==> config.mk <==
export PLATFORM = sky130hd
export DESIGN_NAME = mbd_track
export DESIGN_NICKNAME = d
export VERILOG_FILES = /design/src/sv/mbd_pkg.sv /design/src/sv/mbd_track.sv
export SDC_FILE = /design/constraint.sdc
export NUM_CORES = 1
export LEC_CHECK = 0
export BUFFER_PORTS_ARGS = -buffer_cell sky130_fd_sc_hd__clkbuf_2
export CAP_MARGIN = 20
export CORE_ASPECT_RATIO = 0.6
export CORE_MARGIN = 8
export CORE_UTILIZATION = 39
export CTS_CLUSTER_SIZE = 16
export DETAILED_ROUTE_END_ITERATION = 8
export SKIP_CTS_REPAIR_TIMING = 1
export SYNTH_ARGS = -nofsm -noshare
export SYNTH_HDL_FRONTEND = slang
export SYNTH_SLANG_ARGS = --single-unit
==> constraint.sdc <==
create_clock -name clock -period 10.2 [get_ports clock]
set_clock_uncertainty 0.05 [all_clocks]
set_input_delay 2.55 -clock clock [delete_from_list [all_inputs] [get_ports clock]]
set_output_delay 2.55 -clock clock [all_outputs]
set_load 0.01 [all_outputs]
==> src/sv/mbd_pkg.sv <==
// Shared constants, types and lane arithmetic for the mip box downsampler.
`timescale 1ns / 1ps
package mbd_pkg;

   // Image limits
   localparam int MAX_WIDTH    = 4096;
   localparam int HEIGHT_LIMIT = 4096;

   // Register and counter widths
   localparam int DIM_W       = 13;
   localparam int COL_W       = $clog2(MAX_WIDTH);
   localparam int ROW_W       = $clog2(HEIGHT_LIMIT);
   localparam int EW_W        = $clog2(MAX_WIDTH + 1);
   localparam int EH_W        = $clog2(HEIGHT_LIMIT + 1);
   localparam int STORE_DEPTH = (MAX_WIDTH + 1) / 2;
   localparam int ADDR_W      = (STORE_DEPTH > 1) ? $clog2(STORE_DEPTH) : 1;

   // Pixel and pair-sum layout
   localparam int LANES  = 4;
   localparam int LANE_W = 8;
   localparam int SUM_W  = LANE_W + 1;
   localparam int PIX_W  = LANES * LANE_W;
   localparam int PAIR_W = LANES * SUM_W;

   // Configuration port
   localparam int APB_ADDR_W = 3;
   localparam int APB_DATA_W = 32;

   typedef enum logic {
      REG_SRC_WIDTH  = 1'b0,
      REG_SRC_HEIGHT = 1'b1
   } reg_index_type;

   // Effective image size plus a restart strobe on any register write
   typedef struct packed {
      logic [EW_W-1:0] width;
      logic [EH_W-1:0] height;
      logic            restart;
   } cfg_type;

   // One accepted pixel with its row store and output decisions
   typedef struct packed {
      logic [PIX_W-1:0]  pix_a;
      logic [PIX_W-1:0]  pix_b;
      logic [ADDR_W-1:0] addr;
      logic              wr;
      logic              rd;
      logic              emit;
      logic              last;
   } step_type;

   // Per-lane 9-bit sums of two pixels
   function automatic logic [PAIR_W-1:0] pair_sum(input logic [PIX_W-1:0] a,
                                                  input logic [PIX_W-1:0] b);
      logic [PAIR_W-1:0] r;
      r = '0;
      for (int i = 0; i < LANES; i++) begin
         r[i*SUM_W +: SUM_W] = {1'b0, a[i*LANE_W +: LANE_W]} +
                               {1'b0, b[i*LANE_W +: LANE_W]};
      end
      return r;
   endfunction

   // Rounded mean of two pair-sum words, packed back to 8-bit lanes
   function automatic logic [PIX_W-1:0] block_average(input logic [PAIR_W-1:0] p,
                                                      input logic [PAIR_W-1:0] q);
      logic [PIX_W-1:0] r;
      logic [SUM_W:0]   s;
      r = '0;
      for (int i = 0; i < LANES; i++) begin
         s = {1'b0, p[i*SUM_W +: SUM_W]} + {1'b0, q[i*SUM_W +: SUM_W]} +
             (SUM_W+1)'(2);
         r[i*LANE_W +: LANE_W] = s[LANE_W+1:2];
      end
      return r;
   endfunction

endpackage

==> src/sv/mbd_track.sv <==
// Raster position tracking, even-column pixel hold and per-pixel decisions.
`timescale 1ns / 1ps
module mbd_track (
   input  logic                        clock,
   input  logic                        reset,
   input  mbd_pkg::cfg_type            cfg,
   input  logic                        take,
   input  logic [mbd_pkg::PIX_W-1:0]   pixel,
   output mbd_pkg::step_type           step
);
   import mbd_pkg::*;

   logic [COL_W-1:0] col_ff, col_in;
   logic [ROW_W-1:0] row_ff, row_in;
   logic [PIX_W-1:0] held_ff, held_in;
   logic             w_one, h_one;
   logic             col_end, row_end;
   logic             col_last, row_last;
   logic             have_pair;

   assign w_one = (cfg.width == EW_W'(1));
   assign h_one = (cfg.height == EH_W'(1));

   // Position within the source image
   assign col_end  = (EW_W'(col_ff) + EW_W'(1)) >= cfg.width;
   assign row_end  = (EH_W'(row_ff) + EH_W'(1)) >= cfg.height;
   assign col_last = w_one || ((EW_W'(col_ff >> 1) + EW_W'(1)) == (cfg.width >> 1));
   assign row_last = h_one || ((EH_W'(row_ff >> 1) + EH_W'(1)) == (cfg.height >> 1));

   // Pair up columns; pass the row store and output decisions downstream
   assign have_pair = w_one || col_ff[0];
   always_comb begin
      step.pix_a = w_one ? pixel : held_ff;
      step.pix_b = pixel;
      step.addr  = w_one ? '0 : ADDR_W'(col_ff >> 1);
      step.emit  = have_pair && (h_one || row_ff[0]);
      step.wr    = have_pair && !h_one && !row_ff[0];
      step.rd    = have_pair && !h_one && row_ff[0];
      step.last  = col_last && row_last;
   end

   // Advance the counters and hold the even-column pixel
   always_comb begin
      col_in  = col_ff;
      row_in  = row_ff;
      held_in = held_ff;
      if (cfg.restart) begin
         col_in  = '0;
         row_in  = '0;
         held_in = '0;
      end else if (take) begin
         if (!w_one && !col_ff[0] && !col_end)
            held_in = pixel;
         if (col_end) begin
            col_in = '0;
            row_in = row_end ? '0 : row_ff + ROW_W'(1);
         end else begin
            col_in = col_ff + COL_W'(1);
         end
      end
   end

   always_ff @(posedge clock) begin
      if (reset) begin
         col_ff  <= '0;
         row_ff  <= '0;
         held_ff <= '0;
      end else begin
         col_ff  <= col_in;
         row_ff  <= row_in;
         held_ff <= held_in;
      end
   end

endmodule

==> out/results.ini <==
[synthesis]
synthTopCellsByCount = dfxtp_1 (56), nor2_1 (51), inv_1 (40)
syn_area_per_cell_um2 = 8.17
synth_top_cell_by_area = dfxtp_1
syn_inst = 555
syn-num-nets = 647
synth_edf_count = 0
synth_warnings = 0
synthFlopType = dfxtp_1
yosysUniqueCellTypes = 49
yosys_register_bits = 56
ys_async_sr_fraction_pct = 0
seq_area_frac_synth_pct = 24.7
netlist_area_mm2 = 0.00454
synth_top_area_share_pct = 24.7
synth_most_common_cell = dfxtp_1
ys_top_cells_by_area = dfxtp_1 (25%), ha_1 (8.3%), mux2_2 (8.2%)

[sta]
finalCritPeriodShare_pct = 71.9
fmax_mhz = 136
hold_viol_final = 0
slew_headroom_pct = 35.5
rsz0062_at_grt = false
hold_slack_ns = 0.443
finalCriticalPeriod_ns = 7.33
slew_viol_final = 0
setup_violations = 0
finalSetupTns_ns = 0
worstMarginPinSlew_ns = 0.968

[setup_path]
cp_common_cell = clkbuf_2
cp-end-kind = primary output
critPathLaunchType = primary input
r2r_end = held_ff[11]
cp_top_family = simple AND/OR/NAND/NOR gates
crit_fanout = 45
crit_chain = clkbuf_2 > or4_1 > nor3_2 > nand4_4 > nor2b_4 > a21oi_1 > clkbuf_2
r2r_setup_slack_ns = 5.42
critPathArrivalTime_ns = 4.73
path_class = primary input to primary output
critical_path.slowest_cell = nand4_4
rr_startpoint = col_ff[0]
path_buf_inv = 2
cp_slowest_stage_delay_ns = 0.60
crit_required_ns = 7.60
reg2regPathDepth = 13

[die]
coreArea_mm2 = 0.0113
fp.dieH_um = 99.5
start_util_pct = 40.0
io_pins = 141
die_width_um = 155
rows = 30
dieArea_mm2 = 0.0155

[power_and_ir_drop]
p_leak_nw = 2.57
vdd_drop_max_mv = 0.0570
powerDensity_mw_per_mm2 = 93.1
power_mw = 0.483

[grt]
antenna_found_initial = 0
grt.total_usage_pct = 15.4
globalRouteOverflowTotal = 0
grt_pass1_wl_um = 19900
grt_pass1_vias = 3865
grt_max_degree = 47

[run]
cap_violations = 0

[detailed_routing]
remaining_drc_errors = 0
wl_um = 12200
drt-wirelength-per-cell_um = 15.3
vias_per_cell = 5.10
ant_nets = 0
first_pass_iters = 5
num_vias = 4063
drt_iter0_drc = 390

[placed_design]
dp_hpwl_um = 9690
portBuffers = 140
place_congestion = 0.907
dp_cells = 788

[worst_hold_path]
holdPathEnd = held_ff[2]
hp-start = held_ff[2]
min_path_type = flip-flop to flip-flop
hold_path_depth = 2

[layout]
final_nets = 727
n_antenna_cell = 0
drive_above_1_share_pct = 30.5
stdcell_count = 796
syn_to_final_growth_pct = 14.4
final_util_pct = 45.8

[clock_tree]
cts_buffers = 5
worstSkewPairLatency_ns = 0.30
root_buffer = clkbuf_16
clk_pin_slew_ns = 0.07
cts_tree = built
cts_sinks = 56
htree_levels = 2
clock_path_buffers = 2

[outcome]
status = finished clean

[area by class of cell]
class | instances | area [um^2]
Fill cell | 1139 | 6150
Multi-Input combinational cell | 390 | 2850
Sequential cell | 56 | 1120
Timing Repair Buffer | 142 | 716
Tap cell | 160 | 200
Inverter | 40 | 150
Clock buffer | 5 | 125
Clock inverter | 3 | 23.8
[worst min-delay path: stages (launching register included)]
cell and delay [ns]:
dfxtp_1 0.32, mux2i_1 0.06, nor2_1 0.07
[cell families after synthesis]
logic type / Yosys count / share of synthesized area [%]
simple gates: 173 / 19.4
buf+inv: 109 / 12.4
compound gates: 71 / 10.0
mux: 66 / 15.5
flops: 56 / 24.7
xor+xnor: 50 / 9.65
fa+ha+maj: 30 / 8.27
[metal layers]
metal | routed length [um] | track usage, % | vias to the layer above
met4 | 110 | 3.19 | 0
met5 | 0 | 0 | -
li1 | - | - | 2036
met3 | 1100 | 3.77 | 8
met2 | 5130 | 22.8 | 159
met1 | 5830 | 22.1 | 1860
[flip-flops by register name, indices dropped and copies added, names as in the netlist]
name	cells
row_ff	12
held_ff	32
col_ff	12
[cell usage in the layout, fill, tap and decap left out, types with 6 or more instances in the layout]
master and count:
mux2i_1 33, and2_1 14, dfxtp_1 56, inv_1 40
a21oi_1 17, xnor2_1 25, nor2_1 51, nand2_1 30
clkbuf_2 140, nand4_1 14, nand2b_1 6, a21o_1 7
nor3_1 12, nand3_1 17, xor2_1 25, mux2_2 33
o21ai_0 8, o21ai_1 10, ha_1 30
[worst max path at each step]
stage	startpoint	endpoint	depth (start not counted)
finish	cfg[21]	step[1]	7
global route	cfg[21]	step[3]	7
floorplan	cfg[21]	step[50]	5
detailed placement	cfg[21]	step[3]	7
CTS	cfg[21]	step[3]	7
global placement	cfg[21]	step[2]	7
[report_power, final]
group          internal (mW)  switching (mW)
clock network         0.0915          0.0814
registers              0.223         0.00267
logic                 0.0372          0.0473
total                  0.352           0.131
[metrics by stage]
stage,instance area (um^2),setup slack [ns]
floorplan,4540,3.58
global route,5190,2.68
global placement,5040,2.95
detailed placement,5040,2.85
finish,5190,2.87
CTS,5190,2.84
No activity file was read; power rests on OpenSTA's default activity.
