[src/sv/mbd_pkg.sv]
// Shared constants, types and lane arithmetic for the mip box downsampler.
`timescale 1ns / 1ps
package mbd_pkg;

   // Image limits
   localparam int MAX_WIDTH    = 4096;
   localparam int HEIGHT_LIMIT = 4096;

   // Register and counter widths
   localparam int DIM_W       = 13;
   localparam int COL_W       = $clog2(MAX_WIDTH);
   localparam int ROW_W       = $clog2(HEIGHT_LIMIT);
   localparam int EW_W        = $clog2(MAX_WIDTH + 1);
   localparam int EH_W        = $clog2(HEIGHT_LIMIT + 1);
   localparam int STORE_DEPTH = (MAX_WIDTH + 1) / 2;
   localparam int ADDR_W      = (STORE_DEPTH > 1) ? $clog2(STORE_DEPTH) : 1;

   // Pixel and pair-sum layout
   localparam int LANES  = 4;
   localparam int LANE_W = 8;
   localparam int SUM_W  = LANE_W + 1;
   localparam int PIX_W  = LANES * LANE_W;
   localparam int PAIR_W = LANES * SUM_W;

   // Configuration port
   localparam int APB_ADDR_W = 3;
   localparam int APB_DATA_W = 32;

   typedef enum logic {
      REG_SRC_WIDTH  = 1'b0,
      REG_SRC_HEIGHT = 1'b1
   } reg_index_type;

   // Effective image size plus a restart strobe on any register write
   typedef struct packed {
      logic [EW_W-1:0] width;
      logic [EH_W-1:0] height;
      logic            restart;
   } cfg_type;

   // One accepted pixel with its row store and output decisions
   typedef struct packed {
      logic [PIX_W-1:0]  pix_a;
      logic [PIX_W-1:0]  pix_b;
      logic [ADDR_W-1:0] addr;
      logic              wr;
      logic              rd;
      logic              emit;
      logic              last;
   } step_type;

   // Per-lane 9-bit sums of two pixels
   function automatic logic [PAIR_W-1:0] pair_sum(input logic [PIX_W-1:0] a,
                                                  input logic [PIX_W-1:0] b);
      logic [PAIR_W-1:0] r;
      r = '0;
      for (int i = 0; i < LANES; i++) begin
         r[i*SUM_W +: SUM_W] = {1'b0, a[i*LANE_W +: LANE_W]} +
                               {1'b0, b[i*LANE_W +: LANE_W]};
      end
      return r;
   endfunction

   // Rounded mean of two pair-sum words, packed back to 8-bit lanes
   function automatic logic [PIX_W-1:0] block_average(input logic [PAIR_W-1:0] p,
                                                      input logic [PAIR_W-1:0] q);
      logic [PIX_W-1:0] r;
      logic [SUM_W:0]   s;
      r = '0;
      for (int i = 0; i < LANES; i++) begin
         s = {1'b0, p[i*SUM_W +: SUM_W]} + {1'b0, q[i*SUM_W +: SUM_W]} +
             (SUM_W+1)'(2);
         r[i*LANE_W +: LANE_W] = s[LANE_W+1:2];
      end
      return r;
   endfunction

endpackage

[src/sv/mbd_csr.sv]
// APB register file: source width and height, effective size and restart strobe.
`timescale 1ns / 1ps
module mbd_csr (
   input  logic                             clock,
   input  logic                             reset,
   input  logic                             psel,
   input  logic                             penable,
   input  logic                             pwrite,
   input  logic [mbd_pkg::APB_ADDR_W-1:0]   paddr,
   input  logic [mbd_pkg::APB_DATA_W-1:0]   pwdata,
   output logic [mbd_pkg::APB_DATA_W-1:0]   prdata,
   output logic                             pready,
   output mbd_pkg::cfg_type                 cfg
);
   import mbd_pkg::*;

   logic [DIM_W-1:0] width_ff, width_in;
   logic [DIM_W-1:0] height_ff, height_in;
   logic             wr_beat;
   reg_index_type    reg_sel;

   assign pready  = 1'b1;
   assign wr_beat = psel && penable && pwrite && pready;
   assign reg_sel = reg_index_type'(paddr[2]);

   // Decode the write beat
   always_comb begin
      width_in  = width_ff;
      height_in = height_ff;
      if (wr_beat) begin
         case (reg_sel)
            REG_SRC_WIDTH:  width_in  = pwdata[DIM_W-1:0];
            REG_SRC_HEIGHT: height_in = pwdata[DIM_W-1:0];
            default: ;
         endcase
      end
   end

   always_ff @(posedge clock) begin
      if (reset) begin
         width_ff  <= DIM_W'(1);
         height_ff <= DIM_W'(1);
      end else begin
         width_ff  <= width_in;
         height_ff <= height_in;
      end
   end

   // Read back the raw register
   always_comb begin
      case (reg_sel)
         REG_SRC_WIDTH:  prdata = APB_DATA_W'(width_ff);
         REG_SRC_HEIGHT: prdata = APB_DATA_W'(height_ff);
         default:        prdata = '0;
      endcase
   end

   // Clamp zero to one and saturate at the limits
   always_comb begin
      if (width_ff == '0)
         cfg.width = EW_W'(1);
      else if (32'(width_ff) > MAX_WIDTH)
         cfg.width = EW_W'(MAX_WIDTH);
      else
         cfg.width = EW_W'(width_ff);

      if (height_ff == '0)
         cfg.height = EH_W'(1);
      else if (32'(height_ff) > HEIGHT_LIMIT)
         cfg.height = EH_W'(HEIGHT_LIMIT);
      else
         cfg.height = EH_W'(height_ff);

      cfg.restart = wr_beat;
   end

endmodule

[config.mk]
export PLATFORM = sky130hd
export DESIGN_NAME = mbd_csr
export DESIGN_NICKNAME = d
export VERILOG_FILES = /design/src/sv/mbd_pkg.sv /design/src/sv/mbd_csr.sv
export SDC_FILE = /design/constraint.sdc
export NUM_CORES = 1
export LEC_CHECK = 0
export BUFFER_PORTS_ARGS = -buffer_cell sky130_fd_sc_hd__clkbuf_2
export CAP_MARGIN = 20
export CORE_MARGIN = 1
export CORE_UTILIZATION = 35
export CTS_BUF_LIST = sky130_fd_sc_hd__clkbuf_4 sky130_fd_sc_hd__clkbuf_8
export CTS_CLUSTER_SIZE = 30
export DETAILED_ROUTE_END_ITERATION = 8
export GPL_TIMING_DRIVEN = 0
export PLACE_DENSITY = 0.66
export SLEW_MARGIN = 20
export SYNTH_ARGS = -nofsm -noshare
export SYNTH_HDL_FRONTEND = slang
export SYNTH_SLANG_ARGS = --single-unit
export TNS_END_PERCENT = 1
[constraint.sdc]
create_clock -name clock -period 3.1 [get_ports clock]
set_clock_uncertainty 0.2 [all_clocks]
set_input_delay 0.62 -clock clock [delete_from_list [all_inputs] [get_ports clock]]
set_output_delay 0.62 -clock clock [all_outputs]
set_load 0.01 [all_outputs]
==> out/metrics.json <==
{
  "grt_pass1_vias": {"value": 1259},
  "final_period_util": {"value": 0.747},
  "cell_type_with_the_highest_aggregate_area_in_the_netlist": {"value": "dfxtp_1"},
  "clock_latency_late_sink": {"value": 270, "unit": "ps"},
  "port_buffers": {"value": 56},
  "clkTransAtPathRegs": {"value": 90, "unit": "ps"},
  "cts-htree-levels": {"value": 1},
  "final_net_count": {"value": 296},
  "crit_slowest_cell": {"value": "mux2_2"},
  "grt_setup_unrepaired": {"value": "false"},
  "cp.buffers_inverters": {"value": 3},
  "routabilityCongestion": {"value": 0.761},
  "number_of_warnings_issued_by_yosys": {"value": 0},
  "multiInputGateArea": {"value": 972, "unit": "sq um"},
  "post-route-drc-count": {"value": 2},
  "run_status": {"value": "finished with violations"},
  "post-synth-top-area-fraction": {"value": 0.314},
  "power_density": {"value": 326, "unit": "nW/um^2"},
  "maxSlewHeadroom": {"value": 0.649},
  "maxSlewViolCount": {"value": 0},
  "final_hold_viol_count": {"value": 0},
  "cts.sink_count": {"value": 26},
  "fillerInstances": {"value": 452},
  "max-cap-violations": {"value": 0},
  "route.vias.total": {"value": 1361},
  "floorplan.initialDensity": {"value": 0.373},
  "crit_required": {"value": 2280, "unit": "ps"},
  "postCtsHoldBufs": {"value": 0},
  "post_cts_resize_count": {"value": 0},
  "cts.path.max_buffers": {"value": 2},
  "worst_path_max_fanout": {"value": 10},
  "area_growth_syn_to_layout": {"value": 28.2, "unit": "%"},
  "fin_crit": {"value": 2320, "unit": "ps"},
  "synth_enable_flop_cells": {"value": 0},
  "routed_wire_length_per_instance": {"value": 12.8, "unit": "um"},
  "hp-class": {"value": "reg -> reg"},
  "cellLeakagePower": {"value": 1.12, "unit": "nW"},
  "mappedNetlistArea": {"value": 1660, "unit": "sq um"},
  "postLayoutCoreUtil": {"value": 0.478},
  "final_layout_size_suffix_gt1_frac": {"value": 0.392},
  "report.final.setup_viol": {"value": 0},
  "number_of_antenna_violations_at_the_first_check_in_global_routing": {"value": 0},
  "postRouteAntennaNets": {"value": 0},
  "vdd_drop_max": {"value": 0.000147, "unit": "V"},
  "violations": {"value": "DRC"},
  "synthFlopType": {"value": "dfxtp_1"},
  "yosys-top-cells-count": {"value": "36 x nand2b_1, 26 x dfxtp_1, 26 x mux2i_1"},
  "drtIter0Drc": {"value": 28},
  "grt_use_total": {"value": 0.157},
  "path_delay_family": {"value": "buffers and inverters"},
  "core_area": {"value": 4440, "unit": "sq um"},
  "numCtsBuffers": {"value": 3},
  "floorplan.die.width": {"value": 70.8, "unit": "um"},
  "critical_path.endpoint_type": {"value": "primary output"},
  "detail_route.vias_per_cell": {"value": 4.43},
  "insertedDiodeCount": {"value": 0},
  "cts_setup_buffers": {"value": 0},
  "cts_tree": {"value": "yes"},
  "drt_pass1_iterations": {"value": 8},
  "synth_async_sr_flop_share": {"value": 0},
  "ys_seq_elements": {"value": 26},
  "worst-slew-pin-transition": {"value": 527, "unit": "ps"},
  "worstSetupStartpoint": {"value": "paddr[2]"},
  "worstHoldStart": {"value": "width_ff[4]"},
  "yosysMostFrequentCell": {"value": "nand2b_1"},
  "syn_area_per_cell": {"value": 9.36, "unit": "sq um"},
  "hpwlAfterDp": {"value": 3.04, "unit": "mm"},
  "grt_max_degree": {"value": 15},
  "sum_of_routed_wire_length_over_all_layers": {"value": 3.93, "unit": "mm"},
  "yosys-top-cells-area": {"value": "dfxtp_1 31%, mux2i_1 16%, nand2b_1 14%, buf_4 10%, nor2b_1 8.3%"},
  "setup.worst_path.start_class": {"value": "input port"},
  "fmaxAchievable": {"value": 432, "unit": "MHz"},
  "path_class": {"value": "in -> out"},
  "fp.dieArea": {"value": 5010, "unit": "sq um"},
  "num_io_pins": {"value": 100},
  "yosysSeqAreaShare": {"value": 0.314},
  "cp_data_arrival_time": {"value": 1500, "unit": "ps"},
  "placementRows": {"value": 24},
  "critical-path-max-stage-delay": {"value": 370, "unit": "ps"},
  "cp_cell_sequence": {"value": "buf_6 -> buf_2 -> mux2_2 -> clkbuf_2"},
  "globalRoute.totalOverflow": {"value": 0},
  "launch_instance_of_the_worst_register_to_register_path": {"value": "height_ff[12]"},
  "area.sequential": {"value": 520, "unit": "sq um"},
  "total_negative_setup_slacks": {"value": 0, "unit": "ps"},
  "clockRootBuffer": {"value": "clkbuf_8"},
  "grt_first_pass_wirelength": {"value": 6.15, "unit": "mm"},
  "synth.distinct_cells": {"value": 21},
  "die_y": {"value": 70.8, "unit": "um"},
  "synth_cells": {"value": 177}
}
logic make-up (layout without fill, tap and decap cells):
group           after synthesis  count (layout)  share of synthesized area
flops                        26              26                      0.314
compound gates                3               3                     0.0151
other cells                   2              20                    0.00453
mux                          38              38                      0.239
buf+inv                      35              95                      0.140
simple gates                 73              73                      0.288
cell type report:
type,count,share of cell area
plain buffers,33,0.105
clock buffers,4,0.0259
inverters,2,0.00353
multi-input cells,134,0.458
flip-flops and latches,26,0.245
well taps,52,0.0306
repair buffers,56,0.132
stage by stage:
| step | setup WS [ps] | total power, W | hold WS, ps | instances | cell area [sq um] |
|---|---|---|---|---|---|
| 6_report | 783 | 0.000692 | 305 | 307 | 2120 |
| 5_1_grt | 625 | 0.000729 | 329 | 307 | 2120 |
| 4_1_cts | 751 | 0.000703 | 309 | 307 | 2120 |
| 3_5_place_dp | 773 | 0.000482 | 295 | 303 | 2070 |
| 3_3_place_gp | 777 | 0.000481 | 286 | 303 | 2070 |
| 2_1_floorplan | 988 | 0.000443 | 266 | 195 | 1720 |
per-layer routing:
| metal | up-vias | routed length [um] | GRT usage |
|---|---|---|---|
| met4 | 0 | 17 | 0.0400 |
| met1 | 607 | 1860 | 0.207 |
| li1 | 703 | - | - |
| met5 | - | 0 | 0 |
| met3 | 2 | 236 | 0.0285 |
| met2 | 49 | 1820 | 0.266 |
cells in the final DEF, fill, tap and decap left out, drive strengths merged:
master,n
and4,1
clkbuf,67
nand2,1
nand4,1
mux2,12
dfxtp,26
mux2i,26
buf,26
nor4,6
nor2b,22
and4b,1
a32o,2
nand2b,36
inv,2
nor2,3
conb,20
nand4b,1
and3,1
o21ai,1
registers in the layout, indices dropped and copies added (netlist names):
| register | count |
|---|---|
| width_ff | 13 |
| height_ff | 13 |
worst min-delay path, cell delays in order (launching register included):
cell and delay, ps:
dfxtp_1 340, nand2b_1 70, mux2i_1 60
path summary, 6_finish.rpt:
kind | endpoint | slack, ps | cells past startpoint
worst max-delay path | prdata[4] | 780 | 4
worst min-delay path | width_ff[4] | 310 | 2
worst max register to register | height_ff[12] | 2160 | 2
worst min register to register | width_ff[4] | 310 | 2
report_power, final:
part           total, W  switching, W  internal (W)
combinational  0.000124     0.0000607     0.0000637
clock          0.000219      0.000105      0.000113
sequential     0.000349    0.00000793      0.000341
total          0.000692      0.000174      0.000518
(Power assumes the default switching activity.)
